--- config.mk ---
export PLATFORM = sky130hd
export DESIGN_NAME = text_page_cell_layout_unit
export DESIGN_NICKNAME = d
export VERILOG_FILES = /design/src/rtl/tpcl_pkg.sv /design/src/rtl/text_page_cell_layout_unit.sv /design/src/rtl/tpcl_front.sv /design/src/rtl/tpcl_queue.sv /design/src/rtl/tpcl_back.sv
export VERILOG_INCLUDE_DIRS = /design/src /design/src/rtl
export SDC_FILE = /design/constraint.sdc
export NUM_CORES = 1
export LEC_CHECK = 0
export BUFFER_PORTS_ARGS = -buffer_cell sky130_fd_sc_hd__clkbuf_2
export CAP_MARGIN = 10
export CORE_AREA = 5 5 108 110
export CTS_CLUSTER_DIAMETER = 30
export CTS_CLUSTER_SIZE = 24
export DETAILED_ROUTE_END_ITERATION = 10
export DIE_AREA = 0 0 113 115
export PLACE_DENSITY_LB_ADDON = 0.3
export SLEW_MARGIN = 20
export SYNTH_ARGS = -nofsm -noshare
export SYNTH_HDL_FRONTEND = slang
export SYNTH_SLANG_ARGS = --single-unit
--- constraint.sdc ---
create_clock -name clk -period 8.56 [get_ports clk]
set_input_delay 0.428 -clock clk [delete_from_list [all_inputs] [get_ports clk]]
set_output_delay 0.428 -clock clk [all_outputs]
set_load 0.005 [all_outputs]
--- src/rtl/text_page_cell_layout_unit_defines.svh ---
// Assertion macros shared by the layout unit RTL.
// Define ASSERT_OFF to compile the checks away.
`ifndef TEXT_PAGE_CELL_LAYOUT_UNIT_DEFINES_SVH
`define TEXT_PAGE_CELL_LAYOUT_UNIT_DEFINES_SVH

`ifndef ASSERT_OFF

// Same-cycle implication, sampled on clk, off during reset
`define TPCL_ASSERT_IMPL(lbl, ante, cons, msg) \
    lbl: assert property (@(posedge clk) disable iff (!rst_n) (ante) |-> (cons)) \
        else $error(msg);

// Next-cycle implication, sampled on clk, off during reset
`define TPCL_ASSERT_NEXT(lbl, ante, cons, msg) \
    lbl: assert property (@(posedge clk) disable iff (!rst_n) (ante) |=> (cons)) \
        else $error(msg);

`else

`define TPCL_ASSERT_IMPL(lbl, ante, cons, msg)
`define TPCL_ASSERT_NEXT(lbl, ante, cons, msg)

`endif

`endif

--- src/rtl/tpcl_pkg.sv ---
`default_nettype none

package tpcl_pkg;

    // Page geometry
    localparam int COLUMNS = 16;
    localparam int ROWS    = 2;
    localparam int COL_W   = 4;
    localparam logic [COL_W-1:0] COL_LAST = COL_W'(COLUMNS - 1);
    localparam logic             ROW_LAST = 1'(ROWS - 1);

    // Character codes
    localparam logic [7:0] CH_NUL   = 8'h00;
    localparam logic [7:0] CH_LF    = 8'h0A;
    localparam logic [7:0] CH_CR    = 8'h0D;
    localparam logic [7:0] CH_SPACE = 8'h20;

    // Command queue between front and back
    localparam int QUEUE_DEPTH = 4;
    localparam int QPTR_W      = $clog2(QUEUE_DEPTH);
    localparam int QCNT_W      = $clog2(QUEUE_DEPTH + 1);

    typedef enum logic [1:0] {
        KIND_CHAR,
        KIND_LF,
        KIND_NUL
    } cmd_kind_t;

    typedef struct packed {
        cmd_kind_t  kind;
        logic [7:0] ch;
    } cmd_t;

    typedef struct packed {
        logic has_room;
        logic has_data;
    } queue_stat_t;

endpackage

`default_nettype wire

--- src/rtl/text_page_cell_layout_unit.sv ---
`default_nettype none

// Text page layout: takes one text byte per transaction and produces display cells for a
// two-row page of 16 columns, each cell tagged with row, column, page_end and run_last.
// Carriage return is accepted but yields no cell; a line feed yields 1 to 16 padding
// cells and a zero byte 1 to 32. The back-end cell sequencer produces one cell per
// cycle while the command queue holds data and the result side pops every cycle; a
// printable byte makes one cell. A byte passes through the front register and the
// four-entry command queue before the output register holds its first cell. The queue
// lets input continue while a long padding run is being drained.
module text_page_cell_layout_unit (
    input  wire  logic       clk,
    input  wire  logic       rst_n,
    input  wire  logic       push,
    output logic             full,
    input  wire  logic [7:0] text_byte,
    output logic             empty,
    input  wire  logic       pop,
    output logic [7:0]       cell_char,
    output logic             cell_row,
    output logic [3:0]       cell_column,
    output logic             page_end,
    output logic             run_last
);

    tpcl_pkg::queue_stat_t q_stat;
    tpcl_pkg::cmd_t        q_wdata;
    tpcl_pkg::cmd_t        q_rdata;
    logic                  q_write;
    logic                  q_read;

    // Accept and classify bytes
    tpcl_front u_front (
        .clk       (clk),
        .rst_n     (rst_n),
        .push      (push),
        .text_byte (text_byte),
        .full      (full),
        .q_stat    (q_stat),
        .q_write   (q_write),
        .q_wdata   (q_wdata)
    );

    // Buffer commands between front and back
    tpcl_queue u_queue (
        .clk     (clk),
        .rst_n   (rst_n),
        .q_write (q_write),
        .q_wdata (q_wdata),
        .q_read  (q_read),
        .q_rdata (q_rdata),
        .q_stat  (q_stat)
    );

    // Sequence cells onto the page
    tpcl_back u_back (
        .clk         (clk),
        .rst_n       (rst_n),
        .q_stat      (q_stat),
        .q_rdata     (q_rdata),
        .q_read      (q_read),
        .pop         (pop),
        .empty       (empty),
        .cell_char   (cell_char),
        .cell_row    (cell_row),
        .cell_column (cell_column),
        .page_end    (page_end),
        .run_last    (run_last)
    );

endmodule

`default_nettype wire

--- src/rtl/tpcl_front.sv ---
`default_nettype none

module tpcl_front (
    input  wire                logic clk,
    input  wire                logic rst_n,
    input  wire                logic push,
    input  wire                logic [7:0] text_byte,
    output logic               full,
    input  tpcl_pkg::queue_stat_t q_stat,
    output logic               q_write,
    output tpcl_pkg::cmd_t     q_wdata
);

    logic           cmd_valid_reg;
    logic           cmd_valid_next;
    tpcl_pkg::cmd_t cmd_reg;
    tpcl_pkg::cmd_t cmd_next;
    logic           accept;

    // Stall input while the held command cannot enter the queue
    assign full    = cmd_valid_reg && !q_stat.has_room;
    assign accept  = push && !full;
    assign q_write = cmd_valid_reg && q_stat.has_room;
    assign q_wdata = cmd_reg;

    // Classify the incoming byte; drop carriage return
    always_comb
    begin
        cmd_next.ch = text_byte;
        case (text_byte)
            tpcl_pkg::CH_LF:  cmd_next.kind = tpcl_pkg::KIND_LF;
            tpcl_pkg::CH_NUL: cmd_next.kind = tpcl_pkg::KIND_NUL;
            default:          cmd_next.kind = tpcl_pkg::KIND_CHAR;
        endcase

        cmd_valid_next = cmd_valid_reg;
        if (accept)
        begin
            cmd_valid_next = (text_byte != tpcl_pkg::CH_CR);
        end
        else if (q_write)
        begin
            cmd_valid_next = 1'b0;
        end
    end

    always_ff @(posedge clk or negedge rst_n)
    begin
        if (!rst_n)
        begin
            cmd_valid_reg <= 1'b0;
        end
        else
        begin
            cmd_valid_reg <= cmd_valid_next;
        end
    end

    // Hold the command payload
    always_ff @(posedge clk)
    begin
        if (accept)
        begin
            cmd_reg <= cmd_next;
        end
    end

endmodule

`default_nettype wire

--- src/rtl/tpcl_queue.sv ---
`default_nettype none
`include "text_page_cell_layout_unit_defines.svh"

module tpcl_queue (
    input  wire                logic clk,
    input  wire                logic rst_n,
    input  wire                logic q_write,
    input  tpcl_pkg::cmd_t     q_wdata,
    input  wire                logic q_read,
    output tpcl_pkg::cmd_t     q_rdata,
    output tpcl_pkg::queue_stat_t q_stat
);

    tpcl_pkg::cmd_t                   entry_reg [tpcl_pkg::QUEUE_DEPTH];
    logic [tpcl_pkg::QPTR_W-1:0]      wr_ptr_reg;
    logic [tpcl_pkg::QPTR_W-1:0]      wr_ptr_next;
    logic [tpcl_pkg::QPTR_W-1:0]      rd_ptr_reg;
    logic [tpcl_pkg::QPTR_W-1:0]      rd_ptr_next;
    logic [tpcl_pkg::QCNT_W-1:0]      count_reg;
    logic [tpcl_pkg::QCNT_W-1:0]      count_next;

    assign q_stat.has_room = (count_reg != tpcl_pkg::QCNT_W'(tpcl_pkg::QUEUE_DEPTH));
    assign q_stat.has_data = (count_reg != '0);
    assign q_rdata         = entry_reg[rd_ptr_reg];

    // Advance pointers and occupancy
    always_comb
    begin
        wr_ptr_next = wr_ptr_reg;
        rd_ptr_next = rd_ptr_reg;
        count_next  = count_reg;
        if (q_write)
        begin
            wr_ptr_next = wr_ptr_reg + 1'b1;
        end
        if (q_read)
        begin
            rd_ptr_next = rd_ptr_reg + 1'b1;
        end
        case ({q_write, q_read})
            2'b10:   count_next = count_reg + 1'b1;
            2'b01:   count_next = count_reg - 1'b1;
            default: count_next = count_reg;
        endcase
    end

    always_ff @(posedge clk or negedge rst_n)
    begin
        if (!rst_n)
        begin
            wr_ptr_reg <= '0;
            rd_ptr_reg <= '0;
            count_reg  <= '0;
        end
        else
        begin
            wr_ptr_reg <= wr_ptr_next;
            rd_ptr_reg <= rd_ptr_next;
            count_reg  <= count_next;
        end
    end

    // Store the incoming command
    always_ff @(posedge clk)
    begin
        if (q_write)
        begin
            entry_reg[wr_ptr_reg] <= q_wdata;
        end
    end

    `TPCL_ASSERT_IMPL(a_no_read_empty, q_read, q_stat.has_data, "queue read while empty")
    `TPCL_ASSERT_IMPL(a_no_write_full, q_write, q_stat.has_room, "queue write while full")
    `TPCL_ASSERT_IMPL(a_count_bound, 1'b1, count_reg <= tpcl_pkg::QCNT_W'(tpcl_pkg::QUEUE_DEPTH), "queue count overflow")

endmodule

`default_nettype wire

--- src/rtl/tpcl_back.sv ---
`default_nettype none
`include "text_page_cell_layout_unit_defines.svh"

module tpcl_back (
    input  wire                logic clk,
    input  wire                logic rst_n,
    input  tpcl_pkg::queue_stat_t q_stat,
    input  tpcl_pkg::cmd_t     q_rdata,
    output logic               q_read,
    input  wire                logic pop,
    output logic               empty,
    output logic [7:0]         cell_char,
    output logic               cell_row,
    output logic [3:0]         cell_column,
    output logic               page_end,
    output logic               run_last
);

    logic [tpcl_pkg::COL_W-1:0] col_reg;
    logic [tpcl_pkg::COL_W-1:0] col_next;
    logic                       row_reg;
    logic                       row_next;
    logic                       out_valid_reg;
    logic                       out_valid_next;
    logic [7:0]                 char_reg;
    logic                       row_out_reg;
    logic [tpcl_pkg::COL_W-1:0] col_out_reg;
    logic                       pe_reg;
    logic                       last_reg;
    logic                       emit;
    logic                       col_last;
    logic                       row_last;
    logic                       pe_now;
    logic                       last_now;
    logic [7:0]                 char_now;

    // Emit one cell when the output slot is free or being drained
    assign emit     = q_stat.has_data && (!out_valid_reg || pop);
    assign col_last = (col_reg == tpcl_pkg::COL_LAST);
    assign row_last = (row_reg == tpcl_pkg::ROW_LAST);
    assign pe_now   = col_last && row_last;
    assign q_read   = emit && last_now;

    // Decide the cell content and whether it ends this command
    always_comb
    begin
        char_now = tpcl_pkg::CH_SPACE;
        last_now = 1'b0;
        case (q_rdata.kind)
            tpcl_pkg::KIND_CHAR:
            begin
                char_now = q_rdata.ch;
                last_now = 1'b1;
            end
            tpcl_pkg::KIND_LF:  last_now = col_last;
            tpcl_pkg::KIND_NUL: last_now = pe_now;
            default:            last_now = 1'b1;
        endcase
    end

    // Advance the page position
    always_comb
    begin
        col_next = col_reg;
        row_next = row_reg;
        if (emit)
        begin
            if (col_last)
            begin
                col_next = '0;
                row_next = row_last ? 1'b0 : 1'b1;
            end
            else
            begin
                col_next = col_reg + 1'b1;
            end
        end

        out_valid_next = out_valid_reg;
        if (emit)
        begin
            out_valid_next = 1'b1;
        end
        else if (pop)
        begin
            out_valid_next = 1'b0;
        end
    end

    always_ff @(posedge clk or negedge rst_n)
    begin
        if (!rst_n)
        begin
            col_reg       <= '0;
            row_reg       <= 1'b0;
            out_valid_reg <= 1'b0;
        end
        else
        begin
            col_reg       <= col_next;
            row_reg       <= row_next;
            out_valid_reg <= out_valid_next;
        end
    end

    // Load the output register with the new cell
    always_ff @(posedge clk)
    begin
        if (emit)
        begin
            char_reg    <= char_now;
            row_out_reg <= row_reg;
            col_out_reg <= col_reg;
            pe_reg      <= pe_now;
            last_reg    <= last_now;
        end
    end

    assign empty       = !out_valid_reg;
    assign cell_char   = char_reg;
    assign cell_row    = row_out_reg;
    assign cell_column = col_out_reg;
    assign page_end    = pe_reg;
    assign run_last    = last_reg;

    `TPCL_ASSERT_NEXT(a_page_home, emit && pe_now, (col_reg == '0) && (row_reg == 1'b0), "position not home after page end")
    `TPCL_ASSERT_IMPL(a_col_range, 1'b1, col_reg <= tpcl_pkg::COL_LAST, "column beyond row width")
    `TPCL_ASSERT_IMPL(a_page_end_last, out_valid_reg && pe_reg, last_reg, "page end cell does not close its run")

endmodule

`default_nettype wire

==> results.ini <==
[status]
outcome = completed

[global_routing]
grt_pass1_wl_mm = 8.010
grt_pass1_vias = 1515
antenna_found_initial = 0
grt_max_degree = 22
overflow = 0
grtUsageTotal_pct = 8.364

[synth]
yosysWarnings = 0
ys_ff_latch = 79
synth_nets = 193
yosys_most_used_dff = edfxtp_1
synth_edf_count = 65
syn_area_per_cell_sq_um = 18.09
ys_async_sr_fraction_pct = 17.72
ys_seq_area_share_pct = 74.43
syn_area_sq_um = 3093
synthCells = 171
synth.distinct_cells = 32

[finish]
antennaDiodeCount = 0
drive_gt1_share_pct = 28.97
nets = 231
layout_common_cells = edfxtp_1 (65), clkbuf_2 (28), dfrtp_1 (14)
n_fill_cell = 1021
final_common_cell = edfxtp_1
largest_reg_flops = 40
syn_to_final_growth_pct = 15.82

[clocking]
cts_root_buf = clkbuf_8
cts_buffers = 9
clock-sinks = 79
h-tree-depth = 3
path_clk_slew_ns = 0.08
ctsResizeCount = 0
cts_buffer_depth = 2
cts_tree = yes
clk_latency_ns = 0.35

[floorplanning]
std_cell_rows = 38
io_pins = 29
die_h_um = 115
die_w_um = 113
dieArea_sq_um = 13000
coreArea_sq_um = 10600
start_util_pct = 29.17

[power_and_ir_drop]
finalPower_uw = 1214
ir_drop_mv = 0.08454
power.density_nw_per_um2 = 338.8
leakagePower_uw = 0.001337

[placement]
dp_hpwl_mm = 3.273
portBuffers = 28
gp_congestion = 0.6627

[sta]
final_hold_viol_count = 0
worst_pin_slew_ns = 0.8562
skew_ns = 0.008531
tns_ns = 0
slew_viol_final = 0
setup_viol = 0
rsz0062_at_grt = false
fmax_mhz = 318.3
hold_ws_ns = 0.2700
slew_headroom_pct = 42.81
fin_crit_sh_pct = 36.71
finalCriticalPeriod_ns = 3.142

[worst_setup_path]
arrival_ns = 3.42
path_buf_inv = 2
critPathSlowestCell = dfrtp_1
crit_chain = mux4_2 -> inv_2 -> ha_1 -> a21oi_1 -> o21ai_2 -> and2_4 -> ha_1 -> inv_1 -> fa_1 -> xor2_1 -> nor2_1 -> xor2_1
cpPeakStageDelay_ns = 0.82
cp-start-kind = register
worstSetupPathType = reg -> reg
cp-end-kind = register
cp.required_ns = 8.84
critical_path.max_fanout = 12
cp_top_family = flip-flops

[run]
maxCapViolations = 0

[drt]
vias = 1443
vias_per_cell = 4.076
drt_wl_total_mm = 4.810
post-route-drc-count = 0
firstDrtPassIters = 2
first_iter_violations = 49
drtAntennaViolNets = 0
wl_per_cell_um = 13.59

[hold_path]
hold_class = in -> reg

## cell families (layout without fill, tap and decap cells)
family                   Yosys count  in the layout  share of synthesized area (%)
AO/OA/AOI/OAI                      9              9                          1.861
XOR/XNOR                           8              8                          2.265
adder cells (fa/ha/maj)           10             10                          4.288
buffers and inverters             13             56                          1.942
flip-flops                        79             79                          74.43
multiplexers                      11             11                          7.605
AND/OR/NAND/NOR                   41             41                          7.605
## stage by stage
step | std cells | setup slack (ns) | instance area, sq um | util, %
final | 354 | 5.418 | 3582 | 33.79
after CTS | 354 | 5.381 | 3582 | 33.79
after global routing | 354 | 5.175 | 3582 | 33.79
after global placement | 337 | 5.448 | 3392 | 31.99
after floorplan | 171 | 5.860 | 3093 | -
after detailed placement | 337 | 5.404 | 3392 | 31.99
## area by class of cell
class,instances,area [sq um],area share (%)
inverter,11,43.79,1.222
clock buffer,9,123.9,3.458
timing repair buffer,29,150.1,4.191
sequential,79,2302,64.27
clock inverter,7,56.30,1.572
tap,140,175.2,4.890
multi-input combinational,79,730.7,20.40
## synth_stat cells (2+ instances only)
master,number,area [sq um]
inv_2,2,7.510
nor4_1,2,12.51
xnor2_1,5,43.79
nor2_1,4,15.01
mux4_2,10,225.2
edfxtp_1,65,1952
dfrtp_1,14,350.3
inv_1,8,30.03
o21ai_0,3,15.01
nand2b_1,4,25.02
and2_1,12,75.07
ha_1,9,112.6
a21oi_1,2,10.01
nand3_1,3,15.01
nand2_1,9,33.78
xor2_1,3,26.28
## worst paths after layout
| kind | slack (ns) | startpoint | cells after the start | endpoint |
|---|---|---|---|---|
| min | 0.27 | text_byte[7] | 1 | u_front.q_wdata[7]$_DFFE_PP_ |
| max in group asynchronous | 7.77 | rst_n | 2 | u_back.row_last$_DFFE_PN0P_ |
| max reg2reg | 5.42 | u_queue.rd_ptr_reg[0]$_DFFE_PN0P_ | 12 | u_queue.count_reg[2]$_DFFE_PN0P_ |
| min reg2reg | 0.50 | u_back.col_reg[3]$_DFFE_PN0P_ | 1 | u_back.col_reg[3]$_DFFE_PN0P_ |
| min in group asynchronous | 0.51 | rst_n | 2 | u_back.col_reg[1]$_DFFE_PN0P_ |
| max | 5.42 | u_queue.rd_ptr_reg[0]$_DFFE_PN0P_ | 12 | u_queue.count_reg[2]$_DFFE_PN0P_ |
## repair_timing
action                    4_1_cts  5_1_grt
buffers inserted                0        0
hold endpoints to repair       14        0
hold buffers                    1        0
## power breakdown
part | switching, uW | internal (uW) | total, uW | leakage [uW]
logic | 166 | 163 | 329 | 0.000466
clock network | 144 | 109 | 253 | 0.0000955
registers | 74.5 | 557 | 632 | 0.000776
## routing by layer
| metal | global-route usage (%) | vias to the layer above | wire length, um |
|---|---|---|---|
| li1 | - | 709 | - |
| met5 | 0 | - | 0 |
| met3 | 2.158 | 12 | 176 |
| met4 | 6.490 | 0 | 174 |
| met1 | 10.48 | 700 | 2199 |
| met2 | 12.36 | 22 | 2260 |
Note: power is estimated with default switching activity, not from simulation.
